File: src/rtl/ldrt_pkg.sv
// ----------------------------------------------------------------------------
// ldrt_pkg
// Shared widths and defaults of the longest distinct run tracker.
// ----------------------------------------------------------------------------
package ldrt_pkg;

  // Field widths
  localparam int SYM_W       = 7;
  localparam int OUT_W       = 17;
  localparam int SYM_CODES   = 1 << SYM_W;

  // Stream data widths, padded to whole bytes
  localparam int IN_TDATA_W  = 8;
  localparam int OUT_TDATA_W = 40;

  // Parameter defaults
  localparam int DEF_ALPHABET_SIZE = 128;
  localparam int DEF_MAX_LEN       = 65536;

endpackage

File: src/rtl/ldrt_pos_mem.sv
// ----------------------------------------------------------------------------
// ldrt_pos_mem
// Last-seen position table: one write port, one registered read port.
// ----------------------------------------------------------------------------
module ldrt_pos_mem #(
  parameter int DEPTH  = 128,
  parameter int ADDR_W = $clog2(DEPTH),
  parameter int DATA_W = 16
) (
  input  logic              clk,
  input  logic              rd_en,
  input  logic [ADDR_W-1:0] rd_addr,
  output logic [DATA_W-1:0] rd_data,
  input  logic              wr_en,
  input  logic [ADDR_W-1:0] wr_addr,
  input  logic [DATA_W-1:0] wr_data
);

  logic [DATA_W-1:0] mem [DEPTH];
  logic [DATA_W-1:0] rd_data_r;

  // Write the entry
  always_ff @(posedge clk) begin
    if (wr_en) begin
      mem[wr_addr] <= wr_data;
    end
  end

  // Registered read when rd_en is set, hold otherwise
  always_ff @(posedge clk) begin
    if (rd_en) begin
      rd_data_r <= mem[rd_addr];
    end
  end

  assign rd_data = rd_data_r;

endmodule

File: src/rtl/longest_distinct_run_tracker_top.sv
// ----------------------------------------------------------------------------
// An accepted input item goes through the stage-1 and output registers to out_tvalid.
// Throughput: 1 item per cycle without output stall; set by the position table's single
//   read-modify-write per item, with the write forwarded to the next read.
// Reset: synchronous rst_n clears the valid marks, window start, position,
//   best length and the pipeline at once; the position table is not cleared.
// ----------------------------------------------------------------------------
// longest_distinct_run_tracker_top
// Tracks the longest run without a repeated character, one item per cycle unless stalled.
// ----------------------------------------------------------------------------
module longest_distinct_run_tracker_top #(
  parameter int ALPHABET_SIZE = ldrt_pkg::DEF_ALPHABET_SIZE,
  parameter int MAX_LEN       = ldrt_pkg::DEF_MAX_LEN
) (
  input  logic                             clk,
  input  logic                             rst_n,
  input  logic                             in_tvalid,
  output logic                             in_tready,
  input  logic [ldrt_pkg::IN_TDATA_W-1:0]  in_tdata,   // [6:0] symbol, [7] zero
  input  logic                             in_tlast,   // last_symbol
  output logic                             out_tvalid,
  input  logic                             out_tready,
  output logic [ldrt_pkg::OUT_TDATA_W-1:0] out_tdata,  // [16:0] run_length,
                                                       // [33:17] best_length, [39:34] zero
  output logic                             out_tlast,  // string_done
  output logic [0:0]                       out_tuser   // [0] dropped
);

  import ldrt_pkg::*;

  localparam int IDX_W   = $clog2(ALPHABET_SIZE);
  localparam int POS_W   = $clog2(MAX_LEN + 1);
  localparam int STORE_W = $clog2(MAX_LEN);

  // Code reduction table
  logic [IDX_W-1:0] code_map [SYM_CODES];
  logic [IDX_W-1:0] in_code;

  for (genvar g = 0; g < SYM_CODES; g++) begin : g_code_map
    assign code_map[g] = IDX_W'(g % ALPHABET_SIZE);
  end

  assign in_code = code_map[in_tdata[SYM_W-1:0]];

  // Handshake
  logic out_free;
  logic s1_fire;
  logic in_acc;

  logic               s1_vld_r, s1_vld_nxt;
  logic [IDX_W-1:0]   s1_code_r;
  logic               s1_last_r;
  logic               fwd_hit_r;
  logic [STORE_W-1:0] fwd_pos_r;

  logic [POS_W-1:0]         ws_r, ws_nxt;
  logic [POS_W-1:0]         pos_r, pos_nxt;
  logic [POS_W-1:0]         best_r, best_nxt;
  logic [ALPHABET_SIZE-1:0] seen_r, seen_nxt;

  logic             out_vld_r, out_vld_nxt;
  logic [OUT_W-1:0] out_run_r;
  logic [OUT_W-1:0] out_best_r;
  logic             out_last_r;
  logic             out_drop_r;

  assign out_free  = !out_vld_r || out_tready;
  assign s1_fire   = s1_vld_r && out_free;
  assign in_tready = !s1_vld_r || s1_fire;
  assign in_acc    = in_tvalid && in_tready;

  // Position table
  logic [STORE_W-1:0] rd_data;
  logic               wr_en;
  logic [STORE_W-1:0] wr_data;

  ldrt_pos_mem #(
    .DEPTH  (ALPHABET_SIZE),
    .ADDR_W (IDX_W),
    .DATA_W (STORE_W)
  ) u_pos_mem (
    .clk     (clk),
    .rd_en   (in_acc),
    .rd_addr (in_code),
    .rd_data (rd_data),
    .wr_en   (wr_en),
    .wr_addr (s1_code_r),
    .wr_data (wr_data)
  );

  // Window update for the item in stage 1
  logic               drop;
  logic [STORE_W-1:0] prev_pos;
  logic               prev_in;
  logic [POS_W-1:0]   ws_upd;
  logic [POS_W-1:0]   run_acc;
  logic [POS_W-1:0]   run;
  logic [POS_W-1:0]   best_upd;
  logic [POS_W-1:0]   best_out;

  assign drop     = pos_r >= POS_W'(MAX_LEN);
  assign prev_pos = fwd_hit_r ? fwd_pos_r : rd_data;
  assign prev_in  = seen_r[s1_code_r] && (POS_W'(prev_pos) >= ws_r);
  assign ws_upd   = prev_in ? POS_W'(prev_pos) + POS_W'(1) : ws_r;
  assign run_acc  = pos_r - ws_upd + POS_W'(1);
  assign run      = drop ? (pos_r - ws_r) : run_acc;
  assign best_upd = (run_acc > best_r) ? run_acc : best_r;
  assign best_out = drop ? best_r : best_upd;

  assign wr_en   = s1_fire && !drop;
  assign wr_data = STORE_W'(pos_r);

  // Advance string state
  always_comb begin
    ws_nxt   = ws_r;
    pos_nxt  = pos_r;
    best_nxt = best_r;
    seen_nxt = seen_r;
    if (s1_fire) begin
      if (!drop) begin
        ws_nxt              = ws_upd;
        pos_nxt             = pos_r + POS_W'(1);
        best_nxt            = best_upd;
        seen_nxt[s1_code_r] = 1'b1;
      end
      if (s1_last_r) begin
        ws_nxt   = '0;
        pos_nxt  = '0;
        best_nxt = '0;
        seen_nxt = '0;
      end
    end
  end

  // Stage and output valids
  always_comb begin
    s1_vld_nxt = s1_vld_r;
    if (in_acc) begin
      s1_vld_nxt = 1'b1;
    end else if (s1_fire) begin
      s1_vld_nxt = 1'b0;
    end
    out_vld_nxt = out_vld_r;
    if (s1_fire) begin
      out_vld_nxt = 1'b1;
    end else if (out_tready) begin
      out_vld_nxt = 1'b0;
    end
  end

  // Control registers
  always_ff @(posedge clk) begin
    if (!rst_n) begin
      s1_vld_r  <= 1'b0;
      out_vld_r <= 1'b0;
      ws_r      <= '0;
      pos_r     <= '0;
      best_r    <= '0;
      seen_r    <= '0;
    end else begin
      s1_vld_r  <= s1_vld_nxt;
      out_vld_r <= out_vld_nxt;
      ws_r      <= ws_nxt;
      pos_r     <= pos_nxt;
      best_r    <= best_nxt;
      seen_r    <= seen_nxt;
    end
  end

  // Capture the item and forward a same-edge table write
  always_ff @(posedge clk) begin
    if (in_acc) begin
      s1_code_r <= in_code;
      s1_last_r <= in_tlast;
      fwd_hit_r <= wr_en && (s1_code_r == in_code);
      fwd_pos_r <= wr_data;
    end
  end

  // Load the output register
  always_ff @(posedge clk) begin
    if (s1_fire) begin
      out_run_r  <= OUT_W'(run);
      out_best_r <= OUT_W'(best_out);
      out_last_r <= s1_last_r;
      out_drop_r <= drop;
    end
  end

  assign out_tvalid = out_vld_r;
  assign out_tdata  = {{(OUT_TDATA_W - 2 * OUT_W){1'b0}}, out_best_r, out_run_r};
  assign out_tlast  = out_last_r;
  assign out_tuser  = out_drop_r;

endmodule

File: config.mk
export PLATFORM = sky130hd
export DESIGN_NAME = longest_distinct_run_tracker_top
export DESIGN_NICKNAME = d
export VERILOG_FILES = /design/src/rtl/ldrt_pkg.sv /design/src/rtl/ldrt_pos_mem.sv /design/src/rtl/longest_distinct_run_tracker_top.sv
export SDC_FILE = /design/constraint.sdc
export NUM_CORES = 2
export LEC_CHECK = 0
export BUFFER_PORTS_ARGS = -buffer_cell sky130_fd_sc_hd__buf_4
export CORE_UTILIZATION = 36
export DETAILED_ROUTE_END_ITERATION = 10
export PLACE_DENSITY = 0.49
export SLEW_MARGIN = 20
export SYNTH_ARGS = -nofsm -noshare
export SYNTH_HDL_FRONTEND = slang
export SYNTH_SLANG_ARGS = --single-unit
File: constraint.sdc
create_clock -name clk -period 7.8 [get_ports clk]
set_input_delay 1.56 -clock clk [delete_from_list [all_inputs] [get_ports clk]]
set_output_delay 1.56 -clock clk [all_outputs]
set_load 0.005 [all_outputs]
# Word-level counts from Yosys, hierarchy flattened
# Memories as Yosys holds them, arrays and structs flattened. A register that Yosys moved wholly into a read port is not among the register bits.
# Index checks and enable logic that the tools add are counted.
[op_classes] add_sub_neg=5 order_cmp=6 eq_ne=2 n_mux=24 bitwise=2 reduce_logical=14
[ops] cell="2-to-1 mux 128 bit" count=2
[ops] cell="2-to-1 mux 17 bit" count=9
[ops] cell="OR 128 bit" count=1
[ops] cell="adder 17 x 1 -> 17 bit (second input constant)" count=2
[ops] cell="subtractor 17 bit" count=2
[ops] cell="adder 16 x 1 -> 17 bit (second input constant)" count=1
[ops] cell=">= comparator 16 x 17 -> 1 bit" count=1
[ops] cell=">= comparator 17 bit (second input constant)" count=1
[ops] cell="greater-than comparator 17 bit" count=1
[ops] cell="2-to-1 mux 16 bit" count=1
[ops] cell="2-to-1 mux 7 bit" count=2
[ops] cell=">= comparator 8 bit (second input constant)" count=1
[ops] cell="< comparator 7 x 8 -> 1 bit (second input constant)" count=1
[ops] cell="2-to-1 mux 1 bit" count=8
[ops] cell="NOT 7 -> 8 bit" count=1
[ops] cell="binary-select mux 1 bit (select 7 bit)" count=1
[ops] cell="demux 1 bit (select 7 bit)" count=1
[ops] cell="== test 7 bit" count=1
[ops] cell=">= comparator 7 x 1 -> 1 bit (second input constant)" count=1
[ops] cell="logical AND 1 bit" count=6
[ops] cell="nonzero test 2 bit" count=2
[ops] cell="logical NOT 1 bit" count=3
[ops] cell="logical OR 1 bit" count=2
[ops] cell="inequality test 2 bit (second input constant)" count=1
[ops] cell="AND reduction 2 bit" count=1
[word_totals] ff_bits=242 ram_bits=2048 rom_bits=896 inputBits=13 output_inout_bits=44 mem_count=2
[memory_table] name="u_pos_mem.mem" words=128 width=16 read_ports=1 rd_ports_with_merged_regs=1 write_ports=1 line="ldrt_pos_mem.sv:19" text="logic [DATA_W-1:0] mem [DEPTH];"
[memory_table] name="(no name shown)" words=128 width=7 read_ports=1 rd_ports_with_merged_regs=0 write_ports=0 line="longest_distinct_run_tracker_top.sv:43" text="assign in_code = code_map[in_tdata[SYM_W-1:0]];"

# Longest topological paths before layout
[depth] depth_word=10 depth_mapped=34

# By module
# From an unflattened synthesis, not the netlist that was laid out.
[hier_totals] cells_unflattened=4498 area_unflattened_um2=91829.3
[by_module_without_submodules] mod="ldrt_pos_mem" instances=1 cells_per_inst=3086 area_per_inst_um2=78683.0 seq_area_each_um2=61979.4
[by_module_without_submodules] mod="longest_distinct_run_tracker_top" instances=1 cells_per_inst=1412 area_per_inst_um2=13146.4 seq_area_each_um2=5455.2

# Worst setup path before layout
# OpenSTA, ideal clock, no wires.
[synth_timing] kind="register to register" startpoint="reg fwd_hit_r" endpoint="reg best_r[10]" setup_time_ns=0.128 arrival_ns=7.943 required_ns=7.672 setup_slack_ns=-0.271 path_stages_with_launch=35 n_path_buf=5 synth_period_minus_slack_ns=8.071 cell_sequence="edfxtp_1 > clkbuf_1 > buf_1 > clkbuf_1 > mux2_2 > ha_1 > nand4_1 > nor4_1 > a211oi_1 > o21ai_0 > a21oi_1 > nor3_2 > buf_6 > mux2_2 > ha_1 > inv_1 > ha_1 > fa_1 > a21oi_1 > o21ai_0 > o41ai_1 > o2111ai_1 > a31o_2 > a21oi_1 > xnor2_1 > ha_1 > a21o_1 > a21oi_1 > a2bb2oi_1 > nand2_1 > o21ai_1 > clkbuf_1 > mux2_2 > a22oi_1 > nor2_1"
[synth_between] elab_chain_cells=10
[synth_lines] item="start, declared" line="longest_distinct_run_tracker_top.sv:53" text="logic fwd_hit_r;"
[synth_lines] item="start signal, assigned" line="longest_distinct_run_tracker_top.sv:175" text="fwd_hit_r <= wr_en && (s1_code_r == in_code);"
[synth_lines] item="2-to-1 mux 16 bit *" line="longest_distinct_run_tracker_top.sv:102" text="assign prev_pos = fwd_hit_r ? fwd_pos_r : rd_data;"
[synth_lines] item=">= comparator 16 x 17 -> 1 bit" line="longest_distinct_run_tracker_top.sv:103" text="assign prev_in = seen_r[s1_code_r] && (POS_W'(prev_pos) >= ws_r);"
[synth_lines] item="logical AND 1 bit" line="longest_distinct_run_tracker_top.sv:103"
[synth_lines] item="2-to-1 mux 17 bit *" line="longest_distinct_run_tracker_top.sv:104" text="assign ws_upd = prev_in ? POS_W'(prev_pos) + POS_W'(1) : ws_r;"
[synth_lines] item="subtractor 17 bit *" line="longest_distinct_run_tracker_top.sv:105" text="assign run_acc = pos_r - ws_upd + POS_W'(1);"
[synth_lines] item="adder 17 x 1 -> 17 bit *" line="longest_distinct_run_tracker_top.sv:105"
[synth_lines] item="greater-than comparator 17 bit" line="longest_distinct_run_tracker_top.sv:107" text="assign best_upd = (run_acc > best_r) ? run_acc : best_r;"
[synth_lines] item="2-to-1 mux 17 bit *" line="longest_distinct_run_tracker_top.sv:107"
[synth_lines] item="2-to-1 mux 17 bit *" line="longest_distinct_run_tracker_top.sv:120" text="if (!drop) begin"
[synth_lines] item="net best_out[10]" line="longest_distinct_run_tracker_top.sv:99" text="logic [POS_W-1:0] best_out;"
[synth_lines] item="2-to-1 mux 17 bit *" line="longest_distinct_run_tracker_top.sv:126" text="if (s1_last_r) begin"
[synth_lines] item="end signal, assigned" line="longest_distinct_run_tracker_top.sv:165" text="best_r <= best_nxt;"
[synth_lines] item="end, declared" line="longest_distinct_run_tracker_top.sv:58" text="logic [POS_W-1:0] best_r, best_nxt;"
# Mark *: on every way through the listed nets, which the timed path passes. The rest lies on a longest branch.
# A chain may end at the register's enable or synchronous reset.

# Worst setup path in the final report
[layout_timing] startpoint="reg fwd_hit_r" endpoint="reg best_r[11]"
# The elaborated chain is that of the path after synthesis.

==> flow_summary.json <==
{
  "timing.setup.critical_path_class": "reg -> reg",
  "synth-warning-count": 0,
  "drt_drc_violations_left": 30,
  "worstSetupEndpoint": "best_r[11]$_SDFFE_PN0P_",
  "clock-sinks": 2306,
  "slowest_delay_ns": 0.46,
  "postSynth.topFlopCell": "sky130_fd_sc_hd__edfxtp_1",
  "timing.reg2reg.setup_slack_ns": 0.32,
  "cts_inserted_buffers": 234,
  "final_period_minus_worst_setup_slack_ns": 7.478,
  "grt_antenna_before_repair": 14,
  "place.port_buffers": 49,
  "clkLatencyLatePin_ns": 0.91,
  "worst_path_max_delay_cell": "sky130_fd_sc_hd__edfxtp_1",
  "die_height_um": 505.5,
  "clock-skew-final_ns": 0.07221,
  "mappedNetlistArea_um2": 91260,
  "netlist-cell-type-count": 75,
  "async_set_or_reset_flop_fraction_in_the_synthesized_netlist": 0,
  "routed_via_density": 5.328,
  "critPathArrivalTime_ns": 8.18,
  "bufs_on_longest_clock_path": 3,
  "worst_setup_path_startpoint": "fwd_hit_r$_DFFE_PP_",
  "cts_max_level": 4,
  "design.die.area_um2": 255500,
  "postCtsHoldBufs": 0,
  "grt_first_pass_wirelength_mm": 333.6,
  "worstHoldPathType": "reg -> reg",
  "most_frequent_cells_in_the_layout": "sky130_fd_sc_hd__edfxtp_1 (2125), sky130_fd_sc_hd__mux4_2 (692), sky130_fd_sc_hd__nor2_1 (249), sky130_fd_sc_hd__buf_4 (246), sky130_fd_sc_hd__clkbuf_16 (235)",
  "failing_checks": "DRC",
  "power.density_nw_per_um2": 244.1,
  "hold_path_startpoint": "seen_r[121]$_SDFFE_PN0P_",
  "vias_in_the_first_global_route": 44840,
  "clock.fmax_ghz": 0.1337,
  "timing.rr.start": "fwd_hit_r$_DFFE_PP_",
  "timing.critical_path.from_type": "flop",
  "firstDrtPassIters": 10,
  "hpwlAfterDp_mm": 135.8,
  "worst_ir_drop_vdd_v": 0.0002300,
  "num-nets-final": 4770,
  "gpl.final_weighted_congestion": 0.7748,
  "placement_rows": 184,
  "endpoints_failing_hold": 0,
  "worstReg2RegEnd": "best_r[11]$_SDFFE_PN0P_",
  "reg2reg_depth": 33,
  "globalRoute.totalOverflow": 0,
  "grt_usage": 0.1814,
  "max-cap-violations": 0,
  "detailed_route_via_count": 43850,
  "drive_above_1_share": 0.3108,
  "outcome": "complete, but fails checks",
  "clk_pin_slew_ns": 0.06,
  "routed_wirelength_normalized_by_instance_count_um": 28.14,
  "postSynthRegisterBits": 2306,
  "die_w_um": 505.5,
  "drt_iter0_drc": 3917,
  "post_synth_inst_count": 4398,
  "route.final.wire_length_mm": 231.6,
  "initial_utilization": 0.3627,
  "whs_ns": 0.4612,
  "syn_area_per_cell_um2": 20.75,
  "area_growth_syn_to_layout_pct": 14.93,
  "synth_edf_count": 2125,
  "timing.critical_path.fanout_max": 15,
  "final_core_util": 0.4168,
  "finalSetupViolCount": 0,
  "power.static_leakage_nw": 28.45,
  "timing_max_transition_violations_final": 0,
  "seq_total_area_yosys": 0.7389,
  "layout_worst_path_cycle_share": 0.9587,
  "final_antenna_net_count": 0,
  "clockRootBuffer": "sky130_fd_sc_hd__clkbuf_16",
  "largest_net_degree_at_the_start_of_global_routing": 99,
  "slew_headroom": 0.2445,
  "tightest_slew_ns": 1.132,
  "worst_setup_path_end_kind": "flop",
  "critical_path_required_ns": 8.50,
  "core_region_area_um2": 251600,
  "tritoncts_clock_tree": "built",
  "number_of_top_level_pins": 57,
  "nFillCells": 21920,
  "final_common_cell": "sky130_fd_sc_hd__edfxtp_1"
}
==> worst max-delay path, delay by kind of cell, from the launching register on <==
kind	cells	cell delay, ns
adders and majority gates	5	1.54
and+or+nand+nor	5	0.78
buffers and inverters	5	0.78
DFF	1	0.46
AOI/OAI and AO/OA	14	2.47
xor gates and xnor gates	1	0.17
muxes	3	1.08
==> power breakdown <==
| group | switching, W | internal [W] | leakage [nW] | total (W) |
|---|---|---|---|---|
| clock | 0.00481 | 0.00621 | 3.69 | 0.0110 |
| combinational | 0.000645 | 0.000504 | 7.40 | 0.00115 |
| sequential | 0.0000315 | 0.0134 | 17.4 | 0.0134 |
==> final cells by class <==
cell class / count / area (um^2) / share of cell area
timing repair buffer: 276 / 2412 / 0.02300
clock buffer: 303 / 6235 / 0.05944
inverter: 49 / 183.9 / 0.001754
sequential: 2306 / 67490 / 0.6435
multi-input combinational: 1805 / 23020 / 0.2195
clock inverter: 139 / 1338 / 0.01275
tap: 3348 / 4189 / 0.03994
antenna: 4 / 10.01 / 0.00009543
==> routing by layer <==
| layer | track usage | part of all wire | vias to the layer above |
|---|---|---|---|
| li1 | - | - | 18780 |
| met1 | 0.2670 | 0.46 | 23700 |
| met2 | 0.2822 | 0.47 | 1097 |
| met3 | 0.02923 | 0.052 | 277 |
| met4 | 0.04184 | 0.018 | 0 |
| met5 | 0 | 0 | - |
==> what timing repair did <==
| item | 4_1_cts | 5_1_grt |
|---|---|---|
| setup buffers | 0 | 2 |
| resized for setup | 0 | 13 |
| endpoints found under the setup margin | 0 | 33 |
==> metrics by stage <==
stage               total power [W]  setup TNS [ns]  setup WS (ns)  cell area (um^2)  cells
CTS                         0.02587               0        0.01906            104700   8221
floorplan                   0.01444               0        0.08934             91280   4403
finish                      0.02560               0         0.3221            104900   8230
detailed placement          0.01483               0        0.09988             97150   7779
global route                0.02642        -0.01188       -0.01188            104900   8227
global placement            0.01483               0        0.01963             97140   7779
==> worst min-delay path by stage <==
| stage | endpoint | slack [ns] | cells after the start |
|---|---|---|---|
| finish | seen_r[121]$_SDFFE_PN0P_ | 0.46 | 2 |
| global route | seen_r[1]$_SDFFE_PN0P_ | 0.49 | 2 |
| CTS | seen_r[121]$_SDFFE_PN0P_ | 0.46 | 2 |
| detailed placement | seen_r[20]$_SDFFE_PN0P_ | 0.45 | 2 |
| global placement | seen_r[123]$_SDFFE_PN0P_ | 0.44 | 2 |
| floorplan | seen_r[11]$_SDFFE_PN0P_ | 0.43 | 2 |
==> cells in the mapped netlist (27+ instances only) <==
library cell / count / share of area
sky130_fd_sc_hd__mux2i_1: 27 / 0.0030
sky130_fd_sc_hd__nand3_1: 30 / 0.0016
sky130_fd_sc_hd__dfxtp_1: 181 / 0.040
sky130_fd_sc_hd__buf_2: 58 / 0.0032
sky130_fd_sc_hd__inv_1: 49 / 0.0020
sky130_fd_sc_hd__clkbuf_1: 148 / 0.0061
sky130_fd_sc_hd__nand2_1: 57 / 0.0023
sky130_fd_sc_hd__mux2_2: 59 / 0.0073
sky130_fd_sc_hd__o21ai_0: 29 / 0.0016
sky130_fd_sc_hd__nor3_1: 36 / 0.0020
sky130_fd_sc_hd__a21oi_1: 165 / 0.0090
sky130_fd_sc_hd__nor2_1: 354 / 0.015
sky130_fd_sc_hd__edfxtp_1: 2125 / 0.70
sky130_fd_sc_hd__mux4_2: 692 / 0.17
sky130_fd_sc_hd__xnor2_1: 27 / 0.0026
sky130_fd_sc_hd__ha_1: 83 / 0.011
==> sequential cells by signal, indices dropped and copies added (netlist names), 7 cells and up <==
signal             count
pos_r                 17
seen_r               128
fwd_pos_r             16
s1_code_r              7
u_pos_mem.rd_data     16
out_best_r            17
ws_r                  17
best_r                17
out_run_r             17
u_pos_mem.mem       2048
==> cells by family (layout without fill, tap and decap cells) <==
kind of cell	count (synthesis)	in the layout	synth area share
DFF	2306	2306	0.7389
muxes	782	782	0.1820
and+or+nand+nor	574	574	0.02787
AOI/OAI and AO/OA	307	307	0.02039
buffers and inverters	292	767	0.01385
adders and majority gates	85	85	0.01182
xor gates and xnor gates	51	51	0.005045
other	1	10	0.00004109
No activity file was read; power rests on OpenSTA's default activity.
